<file path="src/hw/rtl/mlptw_pkg.sv">
// ----------------------------------------------------------------------------
// mlptw_pkg
// Shared types and constants of the multi-level page table walker.
// ----------------------------------------------------------------------------
package mlptw_pkg;

    // payload widths of the channels
    localparam int VA_W         = 32;
    localparam int FRAME_NUM_W  = 20;
    localparam int FRAMES_CNT_W = 21;

    // configuration geometry
    localparam int NUM_LVL    = 4;
    localparam int LVL_IDX_W  = 2;
    localparam int LC_W       = 3;
    localparam int LB_W       = 5;
    localparam int CFG_IDX_W  = 3;
    localparam int CFG_DATA_W = 5;

    // register indexes of the configuration port
    localparam logic [CFG_IDX_W-1:0] REG_LEVEL_COUNT = 3'd0;
    localparam logic [CFG_IDX_W-1:0] REG_LEVEL0_BITS = 3'd1;
    localparam logic [CFG_IDX_W-1:0] REG_LEVEL1_BITS = 3'd2;
    localparam logic [CFG_IDX_W-1:0] REG_LEVEL2_BITS = 3'd3;
    localparam logic [CFG_IDX_W-1:0] REG_LEVEL3_BITS = 3'd4;

    // datapath widths
    localparam int IDX_W = (1 << LB_W) - 1; // widest level index
    localparam int SLOT_W = IDX_W + 1;      // node base plus index
    localparam int ALU_W = IDX_W + 3;       // sum of up to three node sizes plus pool use
    localparam int TOT_W = 7;               // sum of four level widths
    localparam int POS_W = 7;               // bit position within the address

    typedef struct packed {
        logic [LC_W-1:0]              level_count;
        logic [NUM_LVL-1:0][LB_W-1:0] level_bits;
    } cfg_t;

    // shared add and compare unit
    typedef struct packed {
        logic [ALU_W-1:0] a;
        logic [ALU_W-1:0] b;
        logic [ALU_W-1:0] lim;
        logic             sub;
    } alu_req_t;

    typedef struct packed {
        logic [ALU_W-1:0] sum;
        logic             over;
    } alu_rsp_t;

    typedef enum logic [3:0] {
        ST_CLEAR,
        ST_IDLE,
        ST_SUM,
        ST_ROOT,
        ST_INDEX,
        ST_READ,
        ST_LOOKUP,
        ST_NEED,
        ST_AVAIL,
        ST_CHECK,
        ST_PTR,
        ST_USED,
        ST_SLOT,
        ST_LEAF,
        ST_DONE
    } state_t;

endpackage

</file>
<file path="src/hw/rtl/mlptw_cfg_regs.sv">
// ----------------------------------------------------------------------------
// mlptw_cfg_regs
// Geometry registers; any accepted write also requests a table clear.
// ----------------------------------------------------------------------------
module mlptw_cfg_regs (
    input  logic                                clk,
    input  logic                                rst_n,
    input  logic                                we,
    input  logic [mlptw_pkg::CFG_IDX_W-1:0]     index,
    input  logic [mlptw_pkg::CFG_DATA_W-1:0]    data,
    output mlptw_pkg::cfg_t                     cfg,
    output logic                                clear
);

    mlptw_pkg::cfg_t cfg_reg;
    mlptw_pkg::cfg_t cfg_next;

    // register write decode
    always_comb
    begin
        cfg_next = cfg_reg;
        if (we)
        begin
            unique case (index)
                mlptw_pkg::REG_LEVEL_COUNT: cfg_next.level_count   = data[mlptw_pkg::LC_W-1:0];
                mlptw_pkg::REG_LEVEL0_BITS: cfg_next.level_bits[0] = data;
                mlptw_pkg::REG_LEVEL1_BITS: cfg_next.level_bits[1] = data;
                mlptw_pkg::REG_LEVEL2_BITS: cfg_next.level_bits[2] = data;
                mlptw_pkg::REG_LEVEL3_BITS: cfg_next.level_bits[3] = data;
                default:                    cfg_next = cfg_reg;
            endcase
        end
    end

    always_ff @(posedge clk or negedge rst_n)
    begin
        if (!rst_n)
        begin
            cfg_reg.level_count <= mlptw_pkg::LC_W'(1);
            for (int i = 0; i < mlptw_pkg::NUM_LVL; i++)
            begin
                cfg_reg.level_bits[i] <= mlptw_pkg::LB_W'(8);
            end
        end
        else
        begin
            cfg_reg <= cfg_next;
        end
    end

    assign cfg   = cfg_reg;
    assign clear = we && (index <= mlptw_pkg::REG_LEVEL3_BITS);

endmodule

</file>
<file path="config.mk">
export PLATFORM = sky130hd
export DESIGN_NAME = mlptw_cfg_regs
export DESIGN_NICKNAME = d
export VERILOG_FILES = /design/src/hw/rtl/mlptw_pkg.sv /design/src/hw/rtl/mlptw_cfg_regs.sv
export SDC_FILE = /design/constraint.sdc
export NUM_CORES = 1
export LEC_CHECK = 0
export BUFFER_PORTS_ARGS = -buffer_cell sky130_fd_sc_hd__buf_2
export CAP_MARGIN = 20
export CORE_MARGIN = 2
export CORE_UTILIZATION = 53
export CTS_BUF_LIST = sky130_fd_sc_hd__clkbuf_8
export CTS_CLUSTER_DIAMETER = 100
export DETAILED_ROUTE_END_ITERATION = 10
export MAX_ROUTING_LAYER = met4
export PLACE_DENSITY_LB_ADDON = 0.12
export SETUP_SLACK_MARGIN = 0.2
export SKIP_CTS_REPAIR_TIMING = 1
export SYNTH_ARGS = -nofsm -noshare
export SYNTH_HDL_FRONTEND = slang
export SYNTH_SLANG_ARGS = --single-unit
</file>
<file path="constraint.sdc">
create_clock -name clk -period 1.1 [get_ports clk]
set_clock_uncertainty 0.05 [all_clocks]
set_input_delay 0.055 -clock clk [delete_from_list [all_inputs] [get_ports clk]]
set_output_delay 0.055 -clock clk [all_outputs]
set_load 0.02 [all_outputs]
</file>
==> Yosys cells after proc, flatten, opt, wreduce, memory -nomap -nowiden <==
Cells that the tools add are included.
{ "totals": {"register_bits": 23, "latchBits": 0, "ram_bits": 0, "rom_bits": 0, "input_bits": 11, "out_inout_bits": 24, "word_cells": 17, "memories": 0} }
{ "op_classes": {"add_sub_neg": 0, "multipliers": 0, "n_div": 0, "magnitude_cmp": 1, "eq_ne": 4, "shifts": 0, "muxes": 0, "n_bitwise": 0, "reduce_logical": 7} }
{ "ops": {"columns": ["operator", "count"], "rows": [
  ["AND reduction 2 bit", 5],
  ["== test 3 x 2 -> 1 bit, second input constant", 2],
  ["== test 3 x 1 -> 1 bit, second input constant", 1],
  ["== test 3 bit, second input constant", 1],
  ["less-or-equal comparator 3 bit, second input constant", 1],
  ["logical NOT 3 bit", 1],
  ["logical AND 1 bit", 1]
]} }

==> Depth between registers and ports, before layout <==
Gate-level depths: netlist of run 1.
{ "logic_depth": {"ltp_word": 2, "mapped_depth": 2, "mapped_depth_nobuf": 2} }

==> Worst setup path after synthesis of run 1 <==
No wires, ideal clock.
{ "synth_timing": {"path_type": "input to register", "start": "in index[2] (netlist bit)", "end": "reg cfg_reg, in the netlist cfg[0]", "setup_ns": 0.125, "arrival_ns": 0.727, "required_time_ns": 0.925, "slack_ns": 0.198, "cell_stages": 2, "n_path_buf": 0, "path_cell_list": "and4bb_4 mux2_2"} }
{ "synth_via": {"elab_chain_cells": 2} }
{ "synth_rtl": {"columns": ["element", "line_no", "rtl"], "rows": [
  ["start, declared", "mlptw_cfg_regs.sv:9", "input logic [mlptw_pkg::CFG_IDX_W-1:0] index,"],
  ["== test 3 x 1 -> 1 bit", "mlptw_cfg_regs.sv:24", "unique case (index)"],
  ["AND reduction 2 bit (no source line)", null, null],
  ["end signal, assigned", "mlptw_cfg_regs.sv:47", "cfg_reg <= cfg_next;"],
  ["end, declared", "mlptw_cfg_regs.sv:15", "mlptw_pkg::cfg_t cfg_reg;"]
]} }
Every way passes these cells.
A chain may end at the register's enable or synchronous reset.

==> Worst setup path after layout of run 1 <==
{ "layout_timing": {"start": "reg cfg_reg, in the netlist cfg[18]", "end": "out cfg[18] (netlist bit)"} }
{ "layout_lines": {"columns": ["element", "line_no", "rtl"], "rows": [
  ["end, declared", "mlptw_cfg_regs.sv:11", "output mlptw_pkg::cfg_t cfg,"]
]} }
No word-level cell between the ends.

==> results of run 1 <==
## Yosys cell counts
| library cell | count |
|---|---|
| and2_1 | 1 |
| and4bb_4 | 3 |
| dfrtp_1 | 18 |
| dfstp_2 | 5 |
| mux2_2 | 23 |
| nand4b_1 | 1 |
| nor4b_4 | 1 |
| o21ai_0 | 1 |
## placed cells by master, fill, tap and decap left out
cell / instances
clkbuf_8: 3
dlygate4sd3_1: 1
buf_2: 11
mux2_2: 23
dfrtp_1: 18
buf_6: 23
inv_1: 1
nor4b_4: 1
nand4b_1: 1
and4bb_4: 3
o21ai_0: 1
and2_1: 1
dfstp_2: 5
## metal layers
| metal | vias to the layer above | GRT usage, % | wire (µm) |
|---|---|---|---|
| met5 | - | - | 0 |
| li1 | 273 | - | - |
| met1 | 303 | 23.4 | 795 |
| met2 | 19 | 23.1 | 900 |
| met3 | 0 | 3.97 | 89 |
| met4 | 0 | 5.14 | 0 |
## worst paths after layout
path,startpoint,to,slack (ns),depth (start not counted)
min reg2reg,cfg[22]$_DFFE_PN0P_,cfg[22]$_DFFE_PN0P_,0.48,1
max,cfg[18]$_DFFE_PN1P_,cfg[18],0.08,1
max in group asynchronous,rst_n,cfg[20]$_DFFE_PN1P_,0.38,2
min,data[3],cfg[13]$_DFFE_PN1P_,0.02,2
min in group asynchronous,rst_n,cfg[19]$_DFFE_PN0P_,0.26,2
max reg2reg,cfg[12]$_DFFE_PN0P_,cfg[12]$_DFFE_PN0P_,0.27,1
## cell families after synthesis
kind of cell	Yosys count	share of synthesized area, %
DFF	23	62.3
AOI/OAI and AO/OA	1	0.536
and+or+nand+nor	6	9.38
muxes	23	27.7
## stage by stage
stage	hold WS [ns]	power, mW	TNS (ns)	worst slack, ns
after global placement	-0.00419	1.85	-0.121	-0.0183
after floorplan	-0.291	1.59	0	0.198
after global routing	0.0258	2.72	0	0.0563
after CTS	-0.279	2.36	0	0.0440
after detailed placement	0.0000895	1.86	-0.230	-0.0245
final	0.0203	2.60	0	0.0839
## cell type report
cell class                      instances  area share [%]
Multi-Input combinational cell         30            26.6
Clock buffer                            3            3.12
Clock inverter                          1           0.284
Sequential cell                        23            44.0
Tap cell                               17            1.61
Timing Repair Buffer                   35            24.5
## power groups by stage
stage	Combinational (mW)	Sequential, mW	Clock, mW
4_1_cts	0.705	1.14	0.508
2_1_floorplan	0.190	1.40	0
6_report	0.923	1.19	0.487
3_3_place_gp	0.692	1.16	0
5_1_grt	0.968	1.21	0.541
3_5_place_dp	0.705	1.16	0
==> metrics.csv, run 1 <==
metric,value,unit
Avg WL per Cell,16.4,µm
Switching Fraction,29.9,%
vias in the first global route,485,
height of the die,46.0,µm
worst path buffer plus inverter count,1,
Multi-input gate area,352,µm²
post-synth top area share,48.3,%
critical path type,register to primary output,
grt ovf,0,
Critical-path top delay cell,dfstp_2,
share of layout cells above drive strength 1,75.0,%
Setup-failing EPs final,0,
cell area after synthesis,933,µm²
global-route wire length before repair,2330,µm
largest net degree at the start of global routing,24,
Max VDD drop,0.00127,V
Finished Layout Cells,109,
DIE AREA,0.00211,mm²
endpoint type of the worst setup path,primary output,
drt drc,0,
number of synthesis warnings,0,
CP Data Required Time,1.00,ns
synthesized flop and latch total,23,
TritonCTS Buffers,3,
synth top area cells,"dfrtp_1 (48%), mux2_2 (28%), dfstp_2 (14%)",
hpwl dp,1220,µm
DR pass1 iterations,1,
Worst-Skew Late Latency,0.25,ns
Synth area leader,dfrtp_1,
arrival time at the worst endpoint,0.91,ns
final hold vios,0,
row count,15,
worst hold path class,input port to register,
Slew HR,66.5,%
synthesized area per cell,17.6,µm²
Cells after Synth,53,
Placed Area,0.00112,mm²
Register Area,582,µm²
Initial Utilization,55.3,%
Final Cycle Share,92.4,%
Die Wd,46.0,µm
via/cell ratio,5.46,
Util after Layout,78.4,%
I/O pin total,35,
Int Power,1.82,mW
fin nets,104,
Total GRT Usage,16.4,%
max-cap check violation count,0,
antenna violations before repair,0,
CTS tree,done,
Sink Count,23,
Bufs on Longest Clock Path,2,
routability cong.,0.719,
status,completed,
Vias,595,
antenna diode count,0,
Routed Antenna Nets,0,
Critical Path Fanout Max,2,
final slew viol count,0,
max reg flops,23,
max incr delay on CP,0.54,ns
RSZ-0062 raised after global routing,true,
static leakage,0.599,nW
Critical Path Start Type,register,
CP top delay family,flip-flops,
Post-Syn Nets,64,
"Seq/Total Area, Yosys",62.3,%
total length of routed wires,1780,µm
htree depth,1,
Slew @ Worst Pin,0.502,ns
P_sw,0.778,mW
dpl cells,104,
Port Buffers,34,
"Clk pin slew, worst setup/hold paths",0.08,ns
f_max,984,MHz
fill count,99,
Core Region,0.00169,mm²
pwr dens,1970,mW/mm²
Initial DRC Count,0,
Synth cell types,8,
Final Cell Area,0.00132,mm²
clk root buf,clkbuf_8,
Clk pwr share,18.7,%
Sequential Power Share,45.8,%
Tmin final,1.02,ns
CP Cell Sequence,buf_6,
Comb pwr share,35.5,%
P&R area growth vs syn,41.8,%
No activity file was read; power rests on OpenSTA's default activity.
==> inputs of run 2 (changes only) <==
--- a/config.mk
+++ b/config.mk
@@ -5,13 +5,13 @@
 export SDC_FILE = /design/constraint.sdc
 export NUM_CORES = 1
 export LEC_CHECK = 0
-export BUFFER_PORTS_ARGS = -buffer_cell sky130_fd_sc_hd__buf_2
 export CAP_MARGIN = 20
 export CORE_MARGIN = 2
-export CORE_UTILIZATION = 53
+export CORE_UTILIZATION = 54
 export CTS_BUF_LIST = sky130_fd_sc_hd__clkbuf_8
 export CTS_CLUSTER_DIAMETER = 100
 export DETAILED_ROUTE_END_ITERATION = 10
+export DONT_BUFFER_PORTS = 1
 export MAX_ROUTING_LAYER = met4
 export PLACE_DENSITY_LB_ADDON = 0.12
 export SETUP_SLACK_MARGIN = 0.2
==> run 2 against run 1 <==
  * Cell area is 5.4% lower
  * Largest cell class unchanged
  * Count of clock-buffer cells in the layout unchanged
  * Largest power group unchanged
  * Sequential cell count is the same
  * Combinational power down 18%
  * The run now ends with hold timing left
==> metrics.csv, run 2 (synthesis gave the netlist of run 1 again) <==
metric,value,unit
Tmin final,0.973,ns
r2r setup slk,0.22,ns
max-cap check violation count,0,
hold_ws,-0.577,ns
Final Cycle Share,88.4,%
DR pass1 iterations,3,
Util after Layout,75.0,%
Placed Area,0.00109,mm²
Initial DRC Count,7,
Critical Path Start Type,register,
Die Wd,45.6,µm
DIE AREA,0.00208,mm²
Total GRT Usage,20.7,%
static leakage,0.542,nW
largest net degree at the start of global routing,24,
Power Total,2.53,mW
final hold vios,23,
Switching Fraction,31.0,%
status,"complete, but fails checks",
Setup-failing EPs final,0,
Routed Antenna Nets,0,
dpl cells,88,
Core Region,0.00167,mm²
Comb pwr share,30.0,%
Setup Slack @ Placement,0.128,ns
Int Power,1.75,mW
RSZ-0062 raised after global routing,true,
htree depth,1,
vias in the first global route,553,
grt ovf,0,
Critical R2R Launch,cfg[20]$_DFFE_PN1P_,
Vias,603,
I/O pin total,35,
Initial Utilization,55.9,%
Slew HR,78.9,%
Sequential Power Share,49.8,%
Bufs on Longest Clock Path,2,
fill count,105,
pwr dens,2020,mW/mm²
Critical Path Fanout Max,2,
height of the die,45.6,µm
violated checks,hold timing,
clk root buf,clkbuf_8,
worst hold path class,input port to async pin,
max reg flops,23,
endpoint type of the worst setup path,primary output,
P_sw,0.786,mW
Final Cell Area,0.00125,mm²
"Clk pin slew, worst setup/hold paths",0.08,ns
Slew @ Worst Pin,0.315,ns
antenna violations before repair,0,
CTS tree,done,
fin nets,92,
hpwl dp,1470,µm
drt drc,0,
Port Buffers,0,
Avg WL per Cell,21.0,µm
Critical R2R Capture,cfg[20]$_DFFE_PN1P_,
via/cell ratio,6.22,
P&R area growth vs syn,34.2,%
antenna diode count,0,
f_max,1030,MHz
r2r worst-path depth,1,
Clk pwr share,20.1,%
Finished Layout Cells,97,
routability cong.,0.767,
Sink Count,23,
final slew viol count,0,
total length of routed wires,2040,µm
Max VDD drop,0.00141,V
row count,15,
CP Data Required Time,1.00,ns
Final TNS setup,0,ns
TritonCTS Buffers,3,
arrival time at the worst endpoint,0.87,ns
Worst-Skew Late Latency,0.27,ns
setup ws final,0.127,ns
global-route wire length before repair,2680,µm
share of layout cells above drive strength 1,66.3,%
"commonest cells after routing, fill and taps aside","mux2_2 (23), dfrtp_1 (18), buf_6 (18)",
"commonest non-fill, non-tap cell in the layout",mux2_2,
critical path type,register to primary output,
run 2: how the worst max path moves through the flow:
stage	startpoint	slack [ns]	end	depth (start not counted)
2_1_floorplan	index[2]	0.20	cfg[0]$_DFFE_PN0P_	2
3_3_place_gp	index[2]	0.15	cfg[5]$_DFFE_PN0P_	2
3_5_place_dp	index[2]	0.13	cfg[4]$_DFFE_PN0P_	2
4_1_cts	cfg[20]$_DFFE_PN1P_	0.13	cfg[20]	0
5_1_grt	cfg[20]$_DFFE_PN1P_	0.11	cfg[20]	0
6_report	cfg[20]$_DFFE_PN1P_	0.13	cfg[20]	0
run 2: power by group through the flow:
stage               Clock (mW)  Combinational, mW  Sequential, mW
floorplan                    0              0.190            1.40
global placement             0              0.631            1.23
detailed placement           0              0.650            1.25
CTS                      0.511              0.651            1.23
global route             0.555              0.790            1.28
finish                   0.511              0.761            1.26
run 2: final cells by class:
class	count	area [µm²]	share of cell area, %
sequential	23	582	46.5
timing repair buffer	23	253	20.2
tap	17	21.3	1.70
clock buffer	3	41.3	3.30
multi-input combinational	30	352	28.1
clock inverter	1	3.75	0.300
run 2: per-layer routing:
layer / GRT usage [%] / share of wire (%) / vias up
met2: 32.7 / 54 / 28
met1: 21.6 / 36 / 320
met3: 5.56 / 5.7 / 7
met5: - / 0 / -
li1: - / - / 248
met4: 15.9 / 4.4 / 0
