## src/hw/rtl/mlptw_pkg.sv

```systemverilog
// ----------------------------------------------------------------------------
// mlptw_pkg
// Shared types and constants of the multi-level page table walker.
// ----------------------------------------------------------------------------
package mlptw_pkg;

    // payload widths of the channels
    localparam int VA_W         = 32;
    localparam int FRAME_NUM_W  = 20;
    localparam int FRAMES_CNT_W = 21;

    // configuration geometry
    localparam int NUM_LVL    = 4;
    localparam int LVL_IDX_W  = 2;
    localparam int LC_W       = 3;
    localparam int LB_W       = 5;
    localparam int CFG_IDX_W  = 3;
    localparam int CFG_DATA_W = 5;

    // register indexes of the configuration port
    localparam logic [CFG_IDX_W-1:0] REG_LEVEL_COUNT = 3'd0;
    localparam logic [CFG_IDX_W-1:0] REG_LEVEL0_BITS = 3'd1;
    localparam logic [CFG_IDX_W-1:0] REG_LEVEL1_BITS = 3'd2;
    localparam logic [CFG_IDX_W-1:0] REG_LEVEL2_BITS = 3'd3;
    localparam logic [CFG_IDX_W-1:0] REG_LEVEL3_BITS = 3'd4;

    // datapath widths
    localparam int IDX_W = (1 << LB_W) - 1; // widest level index
    localparam int SLOT_W = IDX_W + 1;      // node base plus index
    localparam int ALU_W = IDX_W + 3;       // sum of up to three node sizes plus pool use
    localparam int TOT_W = 7;               // sum of four level widths
    localparam int POS_W = 7;               // bit position within the address

    typedef struct packed {
        logic [LC_W-1:0]              level_count;
        logic [NUM_LVL-1:0][LB_W-1:0] level_bits;
    } cfg_t;

    // shared add and compare unit
    typedef struct packed {
        logic [ALU_W-1:0] a;
        logic [ALU_W-1:0] b;
        logic [ALU_W-1:0] lim;
        logic             sub;
    } alu_req_t;

    typedef struct packed {
        logic [ALU_W-1:0] sum;
        logic             over;
    } alu_rsp_t;

    typedef enum logic [3:0] {
        ST_CLEAR,
        ST_IDLE,
        ST_SUM,
        ST_ROOT,
        ST_INDEX,
        ST_READ,
        ST_LOOKUP,
        ST_NEED,
        ST_AVAIL,
        ST_CHECK,
        ST_PTR,
        ST_USED,
        ST_SLOT,
        ST_LEAF,
        ST_DONE
    } state_t;

endpackage

```

## src/hw/rtl/mlptw_in_if.sv

```systemverilog
// ----------------------------------------------------------------------------
// mlptw_in_if
// Request channel: one virtual address per transaction.
// ----------------------------------------------------------------------------
interface mlptw_in_if;

    logic                         valid;
    logic                         ready;
    logic [mlptw_pkg::VA_W-1:0]   virtual_address;

    modport source (output valid, output virtual_address, input ready);
    modport sink   (input valid, input virtual_address, output ready);

endinterface

```

## src/hw/rtl/mlptw_out_if.sv

```systemverilog
// ----------------------------------------------------------------------------
// mlptw_out_if
// Response channel: frame number and status per transaction.
// ----------------------------------------------------------------------------
interface mlptw_out_if;

    logic                                 valid;
    logic                                 ready;
    logic [mlptw_pkg::FRAME_NUM_W-1:0]    frame_number;
    logic                                 hit;
    logic                                 error;
    logic [mlptw_pkg::FRAMES_CNT_W-1:0]   frames_allocated;

    modport source (output valid, output frame_number, output hit, output error,
                    output frames_allocated, input ready);
    modport sink   (input valid, input frame_number, input hit, input error,
                    input frames_allocated, output ready);

endinterface

```

## src/hw/rtl/mlptw_alu.sv

```systemverilog
// ----------------------------------------------------------------------------
// mlptw_alu
// Shared add/subtract unit with an upper-bound compare on the result.
// ----------------------------------------------------------------------------
module mlptw_alu (
    input  mlptw_pkg::alu_req_t cmd,
    output mlptw_pkg::alu_rsp_t res
);

    // one add or subtract, then one compare against the bound
    always_comb
    begin
        res.sum  = cmd.sub ? (cmd.a - cmd.b) : (cmd.a + cmd.b);
        res.over = (res.sum > cmd.lim);
    end

endmodule

```

## src/hw/rtl/mlptw_seq.sv

```systemverilog
// ----------------------------------------------------------------------------
// mlptw_seq
// Walk sequencer: drives the shared add/compare unit and the entry pool,
// one level step at a time, and holds the response register.
// ----------------------------------------------------------------------------
module mlptw_seq #(
    parameter int ADDR_BITS    = 32,
    parameter int MAX_LEVELS   = 4,
    parameter int POOL_ENTRIES = 65536,
    parameter int FRAME_BITS   = 20,
    parameter int PTR_W        = 16,
    parameter int PAY_W        = 20
) (
    input  logic                    clk,
    input  logic                    rst_n,
    input  mlptw_pkg::cfg_t         cfg,
    input  logic                    clear,
    mlptw_in_if.sink                req,
    mlptw_out_if.source             rsp,
    output logic                    mem_we,
    output logic [PTR_W-1:0]        mem_waddr,
    output logic [PAY_W:0]          mem_wdata,
    output logic                    mem_re,
    output logic [PTR_W-1:0]        mem_raddr,
    input  logic [PAY_W:0]          mem_rdata
);

    localparam int LVL_LIM = (MAX_LEVELS < mlptw_pkg::NUM_LVL) ? MAX_LEVELS : mlptw_pkg::NUM_LVL;
    localparam int NF_W    = FRAME_BITS + 1;
    localparam int CNT_W   = $clog2(POOL_ENTRIES + 1);
    localparam int ALU_W   = mlptw_pkg::ALU_W;
    localparam int IDX_W   = mlptw_pkg::IDX_W;
    localparam int LC_W    = mlptw_pkg::LC_W;

    mlptw_pkg::state_t state_reg, state_next;
    logic [LC_W-1:0]               k_reg, k_next;
    logic [LC_W-1:0]               nl_reg, nl_next;
    logic [LC_W-1:0]               missing_reg, missing_next;
    logic [ADDR_BITS-1:0]          addr_reg, addr_next;
    logic [mlptw_pkg::POS_W-1:0]   pos_reg, pos_next;
    logic [mlptw_pkg::TOT_W-1:0]   total_reg, total_next;
    logic [IDX_W-1:0]              idx_reg [mlptw_pkg::NUM_LVL];
    logic [IDX_W-1:0]              idx_next [mlptw_pkg::NUM_LVL];
    logic [PTR_W-1:0]              base_reg, base_next;
    logic [mlptw_pkg::SLOT_W-1:0]  slot_reg, slot_next;
    logic [ALU_W-1:0]              need_reg, need_next;
    logic [PTR_W-1:0]              nb_reg, nb_next;
    logic [CNT_W-1:0]              pool_used_reg, pool_used_next;
    logic [NF_W-1:0]               next_frame_reg, next_frame_next;
    logic [PTR_W-1:0]              clr_reg, clr_next;
    logic [mlptw_pkg::FRAME_NUM_W-1:0]  res_frame_reg, res_frame_next;
    logic                          res_hit_reg, res_hit_next;
    logic                          res_err_reg, res_err_next;
    logic                          out_valid_reg, out_valid_next;
    logic [mlptw_pkg::FRAME_NUM_W-1:0]  out_frame_reg, out_frame_next;
    logic                          out_hit_reg, out_hit_next;
    logic                          out_err_reg, out_err_next;
    logic [mlptw_pkg::FRAMES_CNT_W-1:0] out_count_reg, out_count_next;

    mlptw_pkg::alu_req_t alu_cmd;
    mlptw_pkg::alu_rsp_t alu_res;

    logic [mlptw_pkg::LVL_IDX_W-1:0] lvl;
    logic [mlptw_pkg::LVL_IDX_W-1:0] lvl_up;
    logic [mlptw_pkg::LB_W-1:0]      cur_bits;
    logic [ALU_W-1:0]                root_size;
    logic [mlptw_pkg::POS_W-1:0]     sh;
    logic [ADDR_BITS-1:0]            shifted;
    logic [IDX_W-1:0]                idx_mask;
    logic                            fail;

    mlptw_alu u_alu (
        .cmd (alu_cmd),
        .res (alu_res)
    );

    assign lvl       = k_reg[mlptw_pkg::LVL_IDX_W-1:0];
    assign lvl_up    = lvl + mlptw_pkg::LVL_IDX_W'(1);
    assign cur_bits  = cfg.level_bits[lvl];
    assign root_size = ALU_W'(1) << cfg.level_bits[0];
    assign sh        = alu_res.sum[mlptw_pkg::POS_W-1:0];
    assign shifted   = addr_reg >> sh;
    assign idx_mask  = IDX_W'((ALU_W'(1) << cur_bits) - ALU_W'(1));

    assign req.ready        = (state_reg == mlptw_pkg::ST_IDLE);
    assign rsp.valid        = out_valid_reg;
    assign rsp.frame_number = out_frame_reg;
    assign rsp.hit          = out_hit_reg;
    assign rsp.error        = out_err_reg;
    assign rsp.frames_allocated = out_count_reg;

    // sequencer: next state, unit operands and memory accesses
    always_comb
    begin
        state_next      = state_reg;
        k_next          = k_reg;
        nl_next         = nl_reg;
        missing_next    = missing_reg;
        addr_next       = addr_reg;
        pos_next        = pos_reg;
        total_next      = total_reg;
        idx_next        = idx_reg;
        base_next       = base_reg;
        slot_next       = slot_reg;
        need_next       = need_reg;
        nb_next         = nb_reg;
        pool_used_next  = pool_used_reg;
        next_frame_next = next_frame_reg;
        clr_next        = clr_reg;
        res_frame_next  = res_frame_reg;
        res_hit_next    = res_hit_reg;
        res_err_next    = res_err_reg;
        out_valid_next  = out_valid_reg;
        out_frame_next  = out_frame_reg;
        out_hit_next    = out_hit_reg;
        out_err_next    = out_err_reg;
        out_count_next  = out_count_reg;
        alu_cmd         = '0;
        mem_we          = 1'b0;
        mem_waddr       = clr_reg;
        mem_wdata       = '0;
        mem_re          = 1'b0;
        mem_raddr       = alu_res.sum[PTR_W-1:0];
        fail            = 1'b0;

        // response register drains independently of the walk
        if (out_valid_reg && rsp.ready)
        begin
            out_valid_next = 1'b0;
        end

        unique case (state_reg)
            mlptw_pkg::ST_CLEAR:
            begin
                mem_we   = 1'b1;
                clr_next = clr_reg + PTR_W'(1);
                if (clr_reg == PTR_W'(POOL_ENTRIES - 1))
                begin
                    state_next = mlptw_pkg::ST_IDLE;
                end
            end
            mlptw_pkg::ST_IDLE:
            begin
                if (req.valid)
                begin
                    addr_next  = ADDR_BITS'(req.virtual_address);
                    k_next     = '0;
                    total_next = '0;
                    if (cfg.level_count == '0)
                    begin
                        nl_next = LC_W'(1);
                    end
                    else if (cfg.level_count > LC_W'(LVL_LIM))
                    begin
                        nl_next = LC_W'(LVL_LIM);
                    end
                    else
                    begin
                        nl_next = cfg.level_count;
                    end
                    state_next = mlptw_pkg::ST_SUM;
                end
            end
            // total of the level widths, bound is the address width
            mlptw_pkg::ST_SUM:
            begin
                alu_cmd.a   = ALU_W'(total_reg);
                alu_cmd.b   = ALU_W'(cur_bits);
                alu_cmd.lim = ALU_W'(ADDR_BITS);
                total_next  = alu_res.sum[mlptw_pkg::TOT_W-1:0];
                k_next      = k_reg + LC_W'(1);
                if (k_reg == nl_reg - LC_W'(1))
                begin
                    k_next = '0;
                    if (alu_res.over)
                    begin
                        fail = 1'b1;
                    end
                    else
                    begin
                        state_next = mlptw_pkg::ST_ROOT;
                    end
                end
            end
            // root node must fit in the pool
            mlptw_pkg::ST_ROOT:
            begin
                alu_cmd.a   = root_size;
                alu_cmd.lim = ALU_W'(POOL_ENTRIES);
                if (alu_res.over)
                begin
                    fail = 1'b1;
                end
                else
                begin
                    pos_next   = mlptw_pkg::POS_W'(ADDR_BITS);
                    state_next = mlptw_pkg::ST_INDEX;
                end
            end
            // cut one level index from the top of the address
            mlptw_pkg::ST_INDEX:
            begin
                alu_cmd.a     = ALU_W'(pos_reg);
                alu_cmd.b     = ALU_W'(cur_bits);
                alu_cmd.sub   = 1'b1;
                alu_cmd.lim   = '1;
                idx_next[lvl] = IDX_W'(shifted) & idx_mask;
                pos_next      = sh;
                k_next        = k_reg + LC_W'(1);
                if (k_reg == nl_reg - LC_W'(1))
                begin
                    k_next     = '0;
                    base_next  = '0;
                    state_next = mlptw_pkg::ST_READ;
                end
            end
            // slot address of this level, then issue the pool read
            mlptw_pkg::ST_READ:
            begin
                alu_cmd.a   = ALU_W'(base_reg);
                alu_cmd.b   = ALU_W'(idx_reg[lvl]);
                alu_cmd.lim = ALU_W'(POOL_ENTRIES - 1);
                slot_next   = alu_res.sum[mlptw_pkg::SLOT_W-1:0];
                if (alu_res.over)
                begin
                    fail = 1'b1;
                end
                else
                begin
                    mem_re     = 1'b1;
                    state_next = mlptw_pkg::ST_LOOKUP;
                end
            end
            mlptw_pkg::ST_LOOKUP:
            begin
                if (!mem_rdata[PAY_W])
                begin
                    missing_next = k_reg;
                    k_next       = k_reg + LC_W'(1);
                    need_next    = '0;
                    state_next   = mlptw_pkg::ST_NEED;
                end
                else if (k_reg == nl_reg - LC_W'(1))
                begin
                    res_frame_next = mlptw_pkg::FRAME_NUM_W'(mem_rdata[PAY_W-1:0]);
                    res_hit_next   = 1'b1;
                    res_err_next   = 1'b0;
                    state_next     = mlptw_pkg::ST_DONE;
                end
                else
                begin
                    base_next  = PTR_W'(mem_rdata[PAY_W-1:0]);
                    k_next     = k_reg + LC_W'(1);
                    state_next = mlptw_pkg::ST_READ;
                end
            end
            // pool space the missing interior nodes would take
            mlptw_pkg::ST_NEED:
            begin
                if (k_reg < nl_reg)
                begin
                    alu_cmd.a   = need_reg;
                    alu_cmd.b   = ALU_W'(1) << cur_bits;
                    alu_cmd.lim = '1;
                    need_next   = alu_res.sum;
                    k_next      = k_reg + LC_W'(1);
                end
                else
                begin
                    state_next = mlptw_pkg::ST_AVAIL;
                end
            end
            mlptw_pkg::ST_AVAIL:
            begin
                alu_cmd.a   = need_reg;
                alu_cmd.b   = ALU_W'(pool_used_reg);
                alu_cmd.lim = '1;
                need_next   = alu_res.sum;
                state_next  = mlptw_pkg::ST_CHECK;
            end
            // need plus used plus root against the pool, and frame supply
            mlptw_pkg::ST_CHECK:
            begin
                alu_cmd.a   = need_reg;
                alu_cmd.b   = root_size;
                alu_cmd.lim = ALU_W'(POOL_ENTRIES);
                if (alu_res.over || next_frame_reg[FRAME_BITS])
                begin
                    fail = 1'b1;
                end
                else
                begin
                    k_next     = missing_reg;
                    state_next = mlptw_pkg::ST_PTR;
                end
            end
            // new interior node from the bump pointer, linked into the slot
            mlptw_pkg::ST_PTR:
            begin
                if (k_reg + LC_W'(1) < nl_reg)
                begin
                    alu_cmd.a   = root_size;
                    alu_cmd.b   = ALU_W'(pool_used_reg);
                    alu_cmd.lim = '1;
                    nb_next     = alu_res.sum[PTR_W-1:0];
                    mem_we      = 1'b1;
                    mem_waddr   = slot_reg[PTR_W-1:0];
                    mem_wdata   = {1'b1, PAY_W'(alu_res.sum[PTR_W-1:0])};
                    state_next  = mlptw_pkg::ST_USED;
                end
                else
                begin
                    state_next = mlptw_pkg::ST_LEAF;
                end
            end
            mlptw_pkg::ST_USED:
            begin
                alu_cmd.a      = ALU_W'(pool_used_reg);
                alu_cmd.b      = ALU_W'(1) << cfg.level_bits[lvl_up];
                alu_cmd.lim    = '1;
                pool_used_next = alu_res.sum[CNT_W-1:0];
                state_next     = mlptw_pkg::ST_SLOT;
            end
            mlptw_pkg::ST_SLOT:
            begin
                alu_cmd.a   = ALU_W'(nb_reg);
                alu_cmd.b   = ALU_W'(idx_reg[lvl_up]);
                alu_cmd.lim = '1;
                slot_next   = alu_res.sum[mlptw_pkg::SLOT_W-1:0];
                k_next      = k_reg + LC_W'(1);
                state_next  = mlptw_pkg::ST_PTR;
            end
            // leaf gets the next frame number
            mlptw_pkg::ST_LEAF:
            begin
                alu_cmd.a   = ALU_W'(slot_reg);
                alu_cmd.lim = ALU_W'(POOL_ENTRIES - 1);
                if (alu_res.over)
                begin
                    fail = 1'b1;
                end
                else
                begin
                    mem_we          = 1'b1;
                    mem_waddr       = slot_reg[PTR_W-1:0];
                    mem_wdata       = {1'b1, PAY_W'(next_frame_reg)};
                    res_frame_next  = mlptw_pkg::FRAME_NUM_W'(next_frame_reg);
                    res_hit_next    = 1'b0;
                    res_err_next    = 1'b0;
                    next_frame_next = next_frame_reg + NF_W'(1);
                    state_next      = mlptw_pkg::ST_DONE;
                end
            end
            // hand the result to the response register once it is free
            mlptw_pkg::ST_DONE:
            begin
                if (!out_valid_reg || rsp.ready)
                begin
                    out_valid_next = 1'b1;
                    out_frame_next = res_frame_reg;
                    out_hit_next   = res_hit_reg;
                    out_err_next   = res_err_reg;
                    out_count_next = mlptw_pkg::FRAMES_CNT_W'(next_frame_reg);
                    state_next     = mlptw_pkg::ST_IDLE;
                end
            end
            default:
            begin
                state_next = mlptw_pkg::ST_IDLE;
            end
        endcase

        // error result, nothing allocated
        if (fail)
        begin
            res_frame_next = '0;
            res_hit_next   = 1'b0;
            res_err_next   = 1'b1;
            state_next     = mlptw_pkg::ST_DONE;
        end

        // a register write empties the table and restarts the clearing pass
        if (clear)
        begin
            state_next      = mlptw_pkg::ST_CLEAR;
            clr_next        = '0;
            pool_used_next  = '0;
            next_frame_next = '0;
        end
    end

    // control state
    always_ff @(posedge clk or negedge rst_n)
    begin
        if (!rst_n)
        begin
            state_reg      <= mlptw_pkg::ST_CLEAR;
            k_reg          <= '0;
            pool_used_reg  <= '0;
            next_frame_reg <= '0;
            clr_reg        <= '0;
            out_valid_reg  <= 1'b0;
        end
        else
        begin
            state_reg      <= state_next;
            k_reg          <= k_next;
            pool_used_reg  <= pool_used_next;
            next_frame_reg <= next_frame_next;
            clr_reg        <= clr_next;
            out_valid_reg  <= out_valid_next;
        end
    end

    // walk datapath and response payload
    always_ff @(posedge clk)
    begin
        nl_reg        <= nl_next;
        missing_reg   <= missing_next;
        addr_reg      <= addr_next;
        pos_reg       <= pos_next;
        total_reg     <= total_next;
        idx_reg       <= idx_next;
        base_reg      <= base_next;
        slot_reg      <= slot_next;
        need_reg      <= need_next;
        nb_reg        <= nb_next;
        res_frame_reg <= res_frame_next;
        res_hit_reg   <= res_hit_next;
        res_err_reg   <= res_err_next;
        out_frame_reg <= out_frame_next;
        out_hit_reg   <= out_hit_next;
        out_err_reg   <= out_err_next;
        out_count_reg <= out_count_next;
    end

`ifndef SYNTHESIS
    // frame counter only ever steps by one outside a clear
    a_frame_step: assert property (@(posedge clk) disable iff (!rst_n)
        !clear |=> (next_frame_reg == $past(next_frame_reg)) ||
                   (next_frame_reg == $past(next_frame_reg) + NF_W'(1)))
        else $error("frame counter jumped");

    // bump pointer never runs past the pool
    a_pool_bound: assert property (@(posedge clk) disable iff (!rst_n)
        (root_size <= ALU_W'(POOL_ENTRIES)) |->
        (ALU_W'(pool_used_reg) + root_size <= ALU_W'(POOL_ENTRIES)))
        else $error("pool use beyond pool size");

    // a response is never both a hit and an error
    a_hit_err: assert property (@(posedge clk) disable iff (!rst_n)
        rsp.valid |-> !(rsp.hit && rsp.error))
        else $error("hit and error together");

    // a fresh mapping implies at least one frame handed out
    a_miss_count: assert property (@(posedge clk) disable iff (!rst_n)
        (rsp.valid && !rsp.hit && !rsp.error) |-> (rsp.frames_allocated != '0))
        else $error("new mapping with zero frames allocated");

    // pool writes come only from clearing or allocation
    a_write_src: assert property (@(posedge clk) disable iff (!rst_n)
        mem_we |-> (state_reg == mlptw_pkg::ST_CLEAR || state_reg == mlptw_pkg::ST_PTR ||
                    state_reg == mlptw_pkg::ST_LEAF))
        else $error("pool write outside clear or allocation");
`endif

endmodule

```

## src/flat_wrapper.sv

```systemverilog
// flat-port wrapper written by rule: the top's interface ports become plain ports
module mlptw_seq_flat 
#(
    parameter int ADDR_BITS    = 32,
    parameter int MAX_LEVELS   = 4,
    parameter int POOL_ENTRIES = 65536,
    parameter int FRAME_BITS   = 20,
    parameter int PTR_W        = 16,
    parameter int PAY_W        = 20
)
  (clk, rst_n, cfg, clear, mem_we, mem_waddr, mem_wdata, mem_re, mem_raddr, mem_rdata, req_valid, req_virtual_address, req_ready, rsp_valid, rsp_frame_number, rsp_hit, rsp_error, rsp_frames_allocated, rsp_ready);
  mlptw_in_if req_i ();
  mlptw_out_if rsp_i ();
  input  logic clk;
  input  logic rst_n;
  input  mlptw_pkg::cfg_t cfg;
  input  logic clear;
  output logic mem_we;
  output logic [PTR_W-1:0] mem_waddr;
  output logic [PAY_W:0] mem_wdata;
  output logic mem_re;
  output logic [PTR_W-1:0] mem_raddr;
  input  logic [PAY_W:0] mem_rdata;
  input wire logic [$bits(req_i.valid)-1:0] req_valid;
  input wire logic [$bits(req_i.virtual_address)-1:0] req_virtual_address;
  output wire logic [$bits(req_i.ready)-1:0] req_ready;
  output wire logic [$bits(rsp_i.valid)-1:0] rsp_valid;
  output wire logic [$bits(rsp_i.frame_number)-1:0] rsp_frame_number;
  output wire logic [$bits(rsp_i.hit)-1:0] rsp_hit;
  output wire logic [$bits(rsp_i.error)-1:0] rsp_error;
  output wire logic [$bits(rsp_i.frames_allocated)-1:0] rsp_frames_allocated;
  input wire logic [$bits(rsp_i.ready)-1:0] rsp_ready;
  assign req_i.valid = req_valid;
  assign req_i.virtual_address = req_virtual_address;
  assign req_ready = req_i.ready;
  assign rsp_valid = rsp_i.valid;
  assign rsp_frame_number = rsp_i.frame_number;
  assign rsp_hit = rsp_i.hit;
  assign rsp_error = rsp_i.error;
  assign rsp_frames_allocated = rsp_i.frames_allocated;
  assign rsp_i.ready = rsp_ready;
  mlptw_seq #(.ADDR_BITS(ADDR_BITS), .MAX_LEVELS(MAX_LEVELS), .POOL_ENTRIES(POOL_ENTRIES), .FRAME_BITS(FRAME_BITS), .PTR_W(PTR_W), .PAY_W(PAY_W)) u_core (.clk(clk), .rst_n(rst_n), .cfg(cfg), .clear(clear), .req(req_i), .rsp(rsp_i), .mem_we(mem_we), .mem_waddr(mem_waddr), .mem_wdata(mem_wdata), .mem_re(mem_re), .mem_raddr(mem_raddr), .mem_rdata(mem_rdata));
endmodule
```

## config.mk

```make
export PLATFORM = sky130hd
export DESIGN_NAME = mlptw_seq_flat
export DESIGN_NICKNAME = d
export VERILOG_FILES = /design/src/hw/rtl/mlptw_pkg.sv /design/src/hw/rtl/mlptw_in_if.sv /design/src/hw/rtl/mlptw_out_if.sv /design/src/hw/rtl/mlptw_alu.sv /design/src/hw/rtl/mlptw_seq.sv /design/src/flat_wrapper.sv
export SDC_FILE = /design/constraint.sdc
export NUM_CORES = 1
export LEC_CHECK = 0
export BUFFER_PORTS_ARGS = -buffer_cell sky130_fd_sc_hd__buf_2
export CAP_MARGIN = 20
export CORE_MARGIN = 5
export CORE_UTILIZATION = 35
export DETAILED_ROUTE_END_ITERATION = 8
export GPL_ROUTABILITY_DRIVEN = 0
export PLACE_DENSITY = 0.6
export SYNTH_ARGS = -nofsm -noshare
export SYNTH_HDL_FRONTEND = slang
export SYNTH_HIERARCHICAL = 1
export SYNTH_SLANG_ARGS = --single-unit
export TNS_END_PERCENT = 50
```

## constraint.sdc

```tcl
create_clock -name clk -period 21.5 [get_ports clk]
set_input_delay 4.3 -clock clk [delete_from_list [all_inputs] [get_ports clk]]
set_output_delay 4.3 -clock clk [all_outputs]
set_load 0.03 [all_outputs]
```

Word-level counts from Yosys, hierarchy flattened. Index checks and enable logic that the tools add are counted.

Flip-flop bits (word level): 401. Latch bits: 0. Bits in writable memories: 0. Bits in read-only memories: 0. Input bits: 81. Output and inout port bits: 100. Word-level logic and storage cells: 218. Memories kept: 0.

Add/subtract/negate cells: 8. Multipliers: 0. Div/mod/pow operators: 0. Order comparisons: 9. Equality and inequality tests: 39. Shift operators: 4. Multiplexer cells: 91. Bitwise logic cells: 4. Reductions and logical operators: 36.

Operators with widths (number): 34-bit one-hot mux with 10 select lines (1); 34-bit one-hot mux with 8 select lines (1); 102-bit 2-to-1 mux (2); 34-bit one-hot mux with 6 select lines (1); 31-bit 2-to-1 mux (5); 31-bit binary-select mux with 2-bit select (2); 124-bit bitwise mux (1); 16-bit 2-to-1 mux (7); 21-bit 2-to-1 mux (5); 34-bit 2-to-1 mux (3); 34-bit one-hot mux with 3 select lines (1); 1-bit by 5-bit << shifter with 34-bit output (first input constant) (3); 16-bit one-hot mux with 2 select lines (2); 31-bit demux with 2-bit select (1); 20-bit 2-to-1 mux (3); 4-bit 2-to-1 mux (15); 4-bit one-hot mux with 15 select lines (1); 21-bit one-hot mux with 2 select lines (1); 20-bit one-hot mux with 2 select lines (1); 34-bit adder (1); 34-bit greater-than comparator (1); 17-bit 2-to-1 mux (2); 34-bit subtractor (1); 32-bit by 7-bit >> shifter with 31-bit output (1); 51 further kinds (129).

Logic depth before layout (Yosys ltp). Gate-level depths: netlist of the first run.

Depth after elaboration: 14. Mapped depth: 44. Mapped depth without buffers: 36.

Cells and area by module. The synthesis of the first run kept the hierarchy.

By module, submodules not included: mlptw_seq (instances 1, cells each 1820, area an instance 21657.0 sq um, seq. area each 11511.0 sq um); mlptw_alu (instances 1, cells each 502, area an instance 3480.8 sq um, seq. area each 0.0 sq um).

Worst setup path after synthesis of the first run. Ideal clock, no wire load.

Kind: input to output. Start point: in cfg[0] (netlist name). End point: out mem_waddr[13]. Data arrival time: 11.452 ns. Slack: 5.748 ns. Stages on the path: 33. Buffers on the path: 5. Cell sequence: clkbuf_1 > mux4_2 > buf_2 > buf_1 > nor3_1 > a221o_1 > or4_4 > nor4_4 > nor2b_1 > nor2_1 > xnor2_1 > ha_1 > buf_2 > and4_1 > a21bo_1 > a21oi_2 > a21oi_2 > or3_4 > a31oi_1 > xor2_1 > ha_1 > nand4_1 > or2_2 > nor2_1 > o21ai_0 > nor4bb_1 > o21ai_0 > o21a_1 > clkbuf_1 > nor2_1 > nor2_1 > inv_1 > o21ai_0.

RTL lines: start, declared (line flat_wrapper.sv:16) `input mlptw_pkg::cfg_t cfg;`; end, declared (line flat_wrapper.sv:19) `output logic [PTR_W-1:0] mem_waddr;`.

==> results of run 1 <==
-- cells in the mapped netlist, types with 28 or more instances --
| cell | n | area, sq um |
|---|---|---|
| edfxtp_1 | 317 | 9520 |
| mux4_2 | 107 | 2410 |
| a22oi_1 | 103 | 773 |
| nor2_1 | 146 | 548 |
| nor4_1 | 28 | 175 |
| dfrtp_1 | 62 | 1550 |
| nand2_1 | 243 | 912 |
| nor2b_1 | 50 | 313 |
| nand3_1 | 60 | 300 |
| o21ai_0 | 99 | 495 |
| inv_1 | 75 | 282 |
| a21oi_1 | 138 | 691 |
| clkbuf_1 | 102 | 383 |
| mux2i_1 | 38 | 380 |
| and3_1 | 54 | 338 |
| buf_2 | 32 | 160 |
| nor3_1 | 48 | 240 |
| ha_1 | 84 | 1050 |
| xnor2_1 | 69 | 604 |
-- per-stage QoR --
step	util, %	cells	area (sq um)	worst slack, ps	hold slack [ps]
floorplan	-	2324	25100	5750	402
global placement	38.0	3349	27100	4170	413
detailed placement	38.0	3350	27100	3680	415
CTS	40.2	3434	28700	3680	428
global route	40.2	3435	28700	3670	438
finish	40.2	3435	28700	4100	429
-- worst max-delay path, delay by kind of cell --
family,cells,cell delay [ps]
adders and majority gates,3,960
AOI/OAI and AO/OA,15,3480
xor gates and xnor gates,1,200
muxes,1,690
buffers and inverters,6,1530
and+or+nand+nor,7,1880
-- metal layers --
metal / up-vias / global-route usage, % / routed length [um]
li1: 9164 / - / -
met1: 10300 / 28.2 / 34700
met2: 1115 / 32.1 / 37400
met3: 189 / 3.20 / 6760
met4: 0 / 5.85 / 2700
met5: - / 0 / 0
-- area by class of cell --
cell class | count | area [sq um] | area share [%]
Clock buffer | 60 | 1250 | 4.37
Clock inverter | 24 | 313 | 1.09
Inverter | 76 | 285 | 0.994
Multi-Input combinational cell | 1691 | 12800 | 44.8
Sequential cell | 401 | 11500 | 40.1
Tap cell | 950 | 1190 | 4.14
Timing Repair Buffer | 233 | 1300 | 4.53
-- worst paths after layout --
check,start,end,depth (start not counted)
min reg2reg,u_core/res_frame_reg[6]$_SDFFE_PP0P_,u_core/rsp.frame_number[6]$_DFFE_PP_,0
max reg2reg,u_core/k_reg[1]$_DFFE_PN0P_,u_core/k_reg[2]$_DFFE_PN0P_,33
min in group asynchronous,rst_n,u_core/clr_reg[10]$_DFFE_PN0P_,2
max,cfg[1],mem_waddr[4],33
max in group asynchronous,rst_n,u_core/k_reg[0]$_DFFE_PN0P_,2
min,u_core/res_frame_reg[6]$_SDFFE_PP0P_,u_core/rsp.frame_number[6]$_DFFE_PP_,0
-- cells by family (layout without fill, tap and decap cells) --
kind of cell,count (synthesis),count (layout),synth area share (%)
compound gates,563,563,15.1
xor+xnor,98,98,3.50
fa+ha+maj,85,85,4.26
buf+inv,232,393,3.71
flops,401,401,45.8
mux,158,158,11.7
other cells,1,3,0.0149
simple gates,784,784,15.9
==> results.txt, run 1 <==
The flow ran to the end, and the final reports show no timing, DRC or antenna violations. The slew at the pin closest to its max-slew limit is 1080 ps, and the fraction of final layout cells with drive strength greater than 1 is 19.2%. For this run, the post-layout net count is 2614. The data arrival at the endpoint of the critical path is 13100 ps, and the post-synthesis instance area is 25100 sq um. Number of antenna violations at the first check in global routing: 0. The share of flip-flops with an asynchronous set or reset after synthesis works out to 15.5%. The worst setup path is captured at a primary output. The routed layout has 20800 vias. Detailed placement finished with a half-perimeter wire length of 58500 um. The primary flip-flop cell chosen by synthesis mapping is edfxtp_1. The cell at the root of the clock tree is clkbuf_16. The count of nets left with antenna violations once routing finished came out at 0.

The filler cell count was 6756; the flop and latch count out of synthesis was 401. The register with the most flip-flops in the layout has 124 of them. The run gives 9 as the detailed-routing iteration count for the pre-antenna-repair pass. The mean routed wirelength per cell works out to 23.7 um. The routed design has 81500 um of wire. For the die area, the log shows 77300 sq um. After clock tree synthesis, the clock-pin slew on the worst setup and hold paths is 60 ps. The class of the tightest hold or removal check is reg2reg. The first-pass GRT wire length was 123000 um. The final-layout setup total negative slack came out at 0 ps. Among all stages on the critical path, the largest delay is contributed by mux4_2.

The worst path uses 80.9% of the clock period. The largest stage delay on the critical path came out at 690 ps. For the clock latency of the later-clocked register in the worst-skew pair, the log shows 600 ps.

Setup repair after global routing left no endpoint under its margin. From left edge to right edge, the die measures 278 um. The worst pin sits at a relative slew slack of 26.8%.

The leading cell type in the layout, fill and taps excluded is edfxtp_1. The starting DRC count in detailed routing was 2758; the CTS buffer count was 45. Entering global routing, the biggest net connects 63 pins. Clock tree synthesis found a total of 401 sinks. The number of warnings issued by yosys was 6; the count of input and output buffers was 180. Yosys mapped the design onto 97 distinct sky130hd cell types. For this design the top-level I/O count stands at 181. In the routed layout, each cell is associated on average with a via count of 6.04. In the layout the commonest cells are edfxtp_1, nand2_1, buf_2, nor2_1, a21oi_1. The number of hold buffers added after CTS was 0. The via count of the first global-routing pass was 19600; the maximum fanout along the worst path was 33. Compared with the post-synthesis result, the final layout area differs by 14.2%.

Number of synthesized flops with an enable pin: 317. The per-instance average area after synthesis was 10.8 sq um. The final-report hold violation count was 0. Minimum clock period: 17400 ps. The run gives 2322 as the instance count of the mapped netlist. The category of the critical setup timing path is in2out.

The remaining design rule violation count came out at 0. Across every metal layer, demand over resource in global routing totals 20.0%. TritonCTS built the clock tree.

Setup slack on the worst reg-to-reg path comes out at 11010 ps. The number of gates resized after cts is 0. The number of setup buffers added after CTS is 0.

STA classifies the critical path startpoint as a primary input. The logs give 0 for the total count of max-transition violations in the final report and 0 for the global route total overflow. For this configuration, the core starts out at a cell density of 35.2%.

The count of H-tree levels built during CTS was 2; the row count was 98. Static timing analysis puts the maximum clock frequency at 57.5 MHz. The number of antenna diodes was 0. Setup violations remaining at the end of the flow were counted as 0. The tools report the sequential area share after synthesis as 45.8%. For the core outline area, the log shows 71400 sq um. For the worst setup path, the data required time is 17200 ps. The height of the die is 278 um, and the clock skew is 25.1 ps.

The tool flagged a number of max-cap violations equal to 0. The run gives 3 as the maximum buffer depth of the clock tree.
Power of run 1 is not shown: default switching activity piles up to over one toggle a cycle in this logic, so the estimate is an artifact.
==> inputs of run 2 (changes only) <==
- clock period: 21.5 -> 16.6 ns (I/O delays scaled with it)
==> results.txt, run 2 (synthesis results as in run 1) <==
The tools report the number of clock sinks as 401 (unchanged). The routed wire length was 81000 um (-0.70%); the largest stage delay on the critical path was 710 ps (+20 ps). For this run, the top clock speed supported by timing is 65.6 MHz. The maximum buffer depth of the clock tree was 3 (unchanged); the largest net degree at the start of global routing was 63 (unchanged).

The detailed-routing iteration count for the pre-antenna-repair pass is 8 (-1), and the post-CTS setup repair buffer count is 0 (unchanged). Startpoint type of the worst setup path: a primary input. Category of the worst setup path capture point: a primary output.

The setup slack of the critical path after layout is 1350 ps (-2750 ps). The via count of the first global-routing pass was 20100 (+2.0%). The class of the tightest hold or removal check is reg2reg. The maximum fanout along the worst path was 33 (unchanged); the global route total overflow was 0 (unchanged). The slew at the pin closest to its max-slew limit came out at 1040 ps (-39.2 ps).

The total count of max-transition violations in the final report is 0 (unchanged), and the synthesis-to-layout area growth is 14.1% (about the same). The setup path with the least slack is of type in2out. The horizontal extent of the die was 278 um (unchanged). The count of input and output buffers was 180 (unchanged); the count of hold-fix buffers inserted at cts was 0 (unchanged).

The height of the die was 278 um (unchanged). The fraction of final layout cells with drive strength greater than 1 came out at 19.3% (+0.18 points). The endpoint required time on the critical path came out at 13280 ps (-3920 ps).

Flip-flop count of the largest register, all copies and words added: 124 (unchanged). The final-layout setup total negative slack is 0 ps (unchanged). In this run the critical register-to-register path is launched from u_core/k_reg[1]$_DFFE_PN0P_.

The mean routed wirelength per cell is 23.6 um (-0.64%). The logs give 20.0% (-0.043 points) for the global routing usage summed across all routing layers and 0 (unchanged) for the count of antenna-violating nets left after detailed routing. The tools report the worst-case setup slack after placement as 1510 ps (-2160 ps). The most critical setup path has its startpoint at cfg[1]. The run gives 123000 um (-0.15%) as the first-pass GRT wire length. The via count was 20700 (-0.024%). The CTS buffer count was 44 (-2.2%).

The starting DRC count in detailed routing was 2661 (-3.5%); the clock latency of the later-clocked register in the worst-skew pair was 590 ps (about the same). The tools report the max-capacitance violation count as 0 (unchanged). The tools report the startpoint of the tightest hold check path as u_core/res_err_reg$_SDFFE_PP1P_. The run gives 98 (unchanged) as the row count. Counting I/O delays and the setup requirement, the final critical path takes 15250 ps.

The top cell types in the final layout, fill and taps aside, are edfxtp_1, nand2_1, buf_2, nor2_1, a21oi_1. The filler cell count was 6808 (+0.77%); the number of antenna diodes was 0 (unchanged). The tools report the remaining design rule violation count as 0 (unchanged).

For the clock skew, the log shows 27.9 ps (+2.74 ps). TritonCTS built the clock tree. For the headroom to the max-slew limit, the log shows 30.2% (+3.3 points).

Of the available clock period, the critical path in the final layout requires 91.9%. CTS placed an instance of clkbuf_16 at the clock tree root. Setup repair after global routing left no endpoint under its margin. The initial cell density of the core was 35.2% (unchanged). The number of antenna violations at the first check in global routing is 1 (+1). The data arrival at the endpoint of the critical path came out at 11930 ps (-1170 ps). The number of gates resized after cts is 0 (unchanged). The slowest stage of the critical path belongs to the cell mux4_2. The most numerous cell on the critical path was a21oi_1. Final net count: 2614 (unchanged). The library cell used most frequently in the layout, excluding fill and tap cells, is edfxtp_1. The cell count after placement is 3351 (+0.030%), and the core outline area is 71400 sq um (unchanged). The flow ran to the end, and the final reports show no timing, DRC or antenna violations. The post-detailed-placement half-perimeter wirelength is 58200 um (-0.54%), and the clock-pin slew on the worst setup and hold paths is 60 ps (about the same).

The logs give 181 (unchanged) for the top-level port count and 0 (unchanged) for the number of failing setup endpoints in the final timing report. The count of H-tree levels built during CTS is 2 (unchanged). The number of standard cells in the final layout excluding fillers came out at 3433 (-0.058%). The average via count per standard cell is 6.04 (about the same).

The die area was 77300 sq um (unchanged); the final-report hold violation count was 0 (unchanged).
==> run 2: routing by layer <==
layer,global-route usage [%],vias to the layer above,wire (um)
met5,0,-,15
met4,5.79,2,2450
met1,27.7,10300,34200
met3,3.23,150,6760
li1,-,9164,-
met2,32.7,1115,37600
==> run 2: through the flow <==
step	area, sq um	util [%]	hold WS [ps]
final	28700	40.2	428
after global routing	28700	40.2	442
after CTS	28700	40.2	432
after detailed placement	27100	38.0	418
after global placement	27100	38.0	413
after floorplan	25100	-	402
==> run 2: final cells by class <==
class / count / area, sq um / area share (%)
Timing Repair Buffer: 234 / 1310 / 4.57
Clock buffer: 53 / 1210 / 4.21
Inverter: 76 / 285 / 0.995
Tap cell: 950 / 1190 / 4.14
Clock inverter: 28 / 318 / 1.11
Multi-Input combinational cell: 1691 / 12900 / 44.8
Sequential cell: 401 / 11500 / 40.2
==> run 2: critical path: cells and delay by family <==
family,cells,cell delay [ps]
AOI/OAI and AO/OA,16,3320
buffers and inverters,6,1560
and+or+nand+nor,5,1360
adders and majority gates,3,1000
muxes,1,710
xor gates and xnor gates,2,620
==> run 2: path summary, 6_finish.rpt <==
| path | end | slack, ps | cells after the start |
|---|---|---|---|
| setup / recovery | mem_waddr[13] | 1350 | 33 |
| hold / removal | u_core/rsp.error$_DFFE_PP_ | 430 | 0 |
| setup reg to reg | u_core/k_reg[2]$_DFFE_PN0P_ | 5930 | 34 |
| hold reg to reg | u_core/rsp.error$_DFFE_PP_ | 430 | 0 |
| max in group asynchronous | u_core/k_reg[0]$_DFFE_PN0P_ | 12940 | 2 |
| min in group asynchronous | u_core/clr_reg[8]$_DFFE_PN0P_ | 2950 | 2 |
Power of run 2 is left out for the same reason.
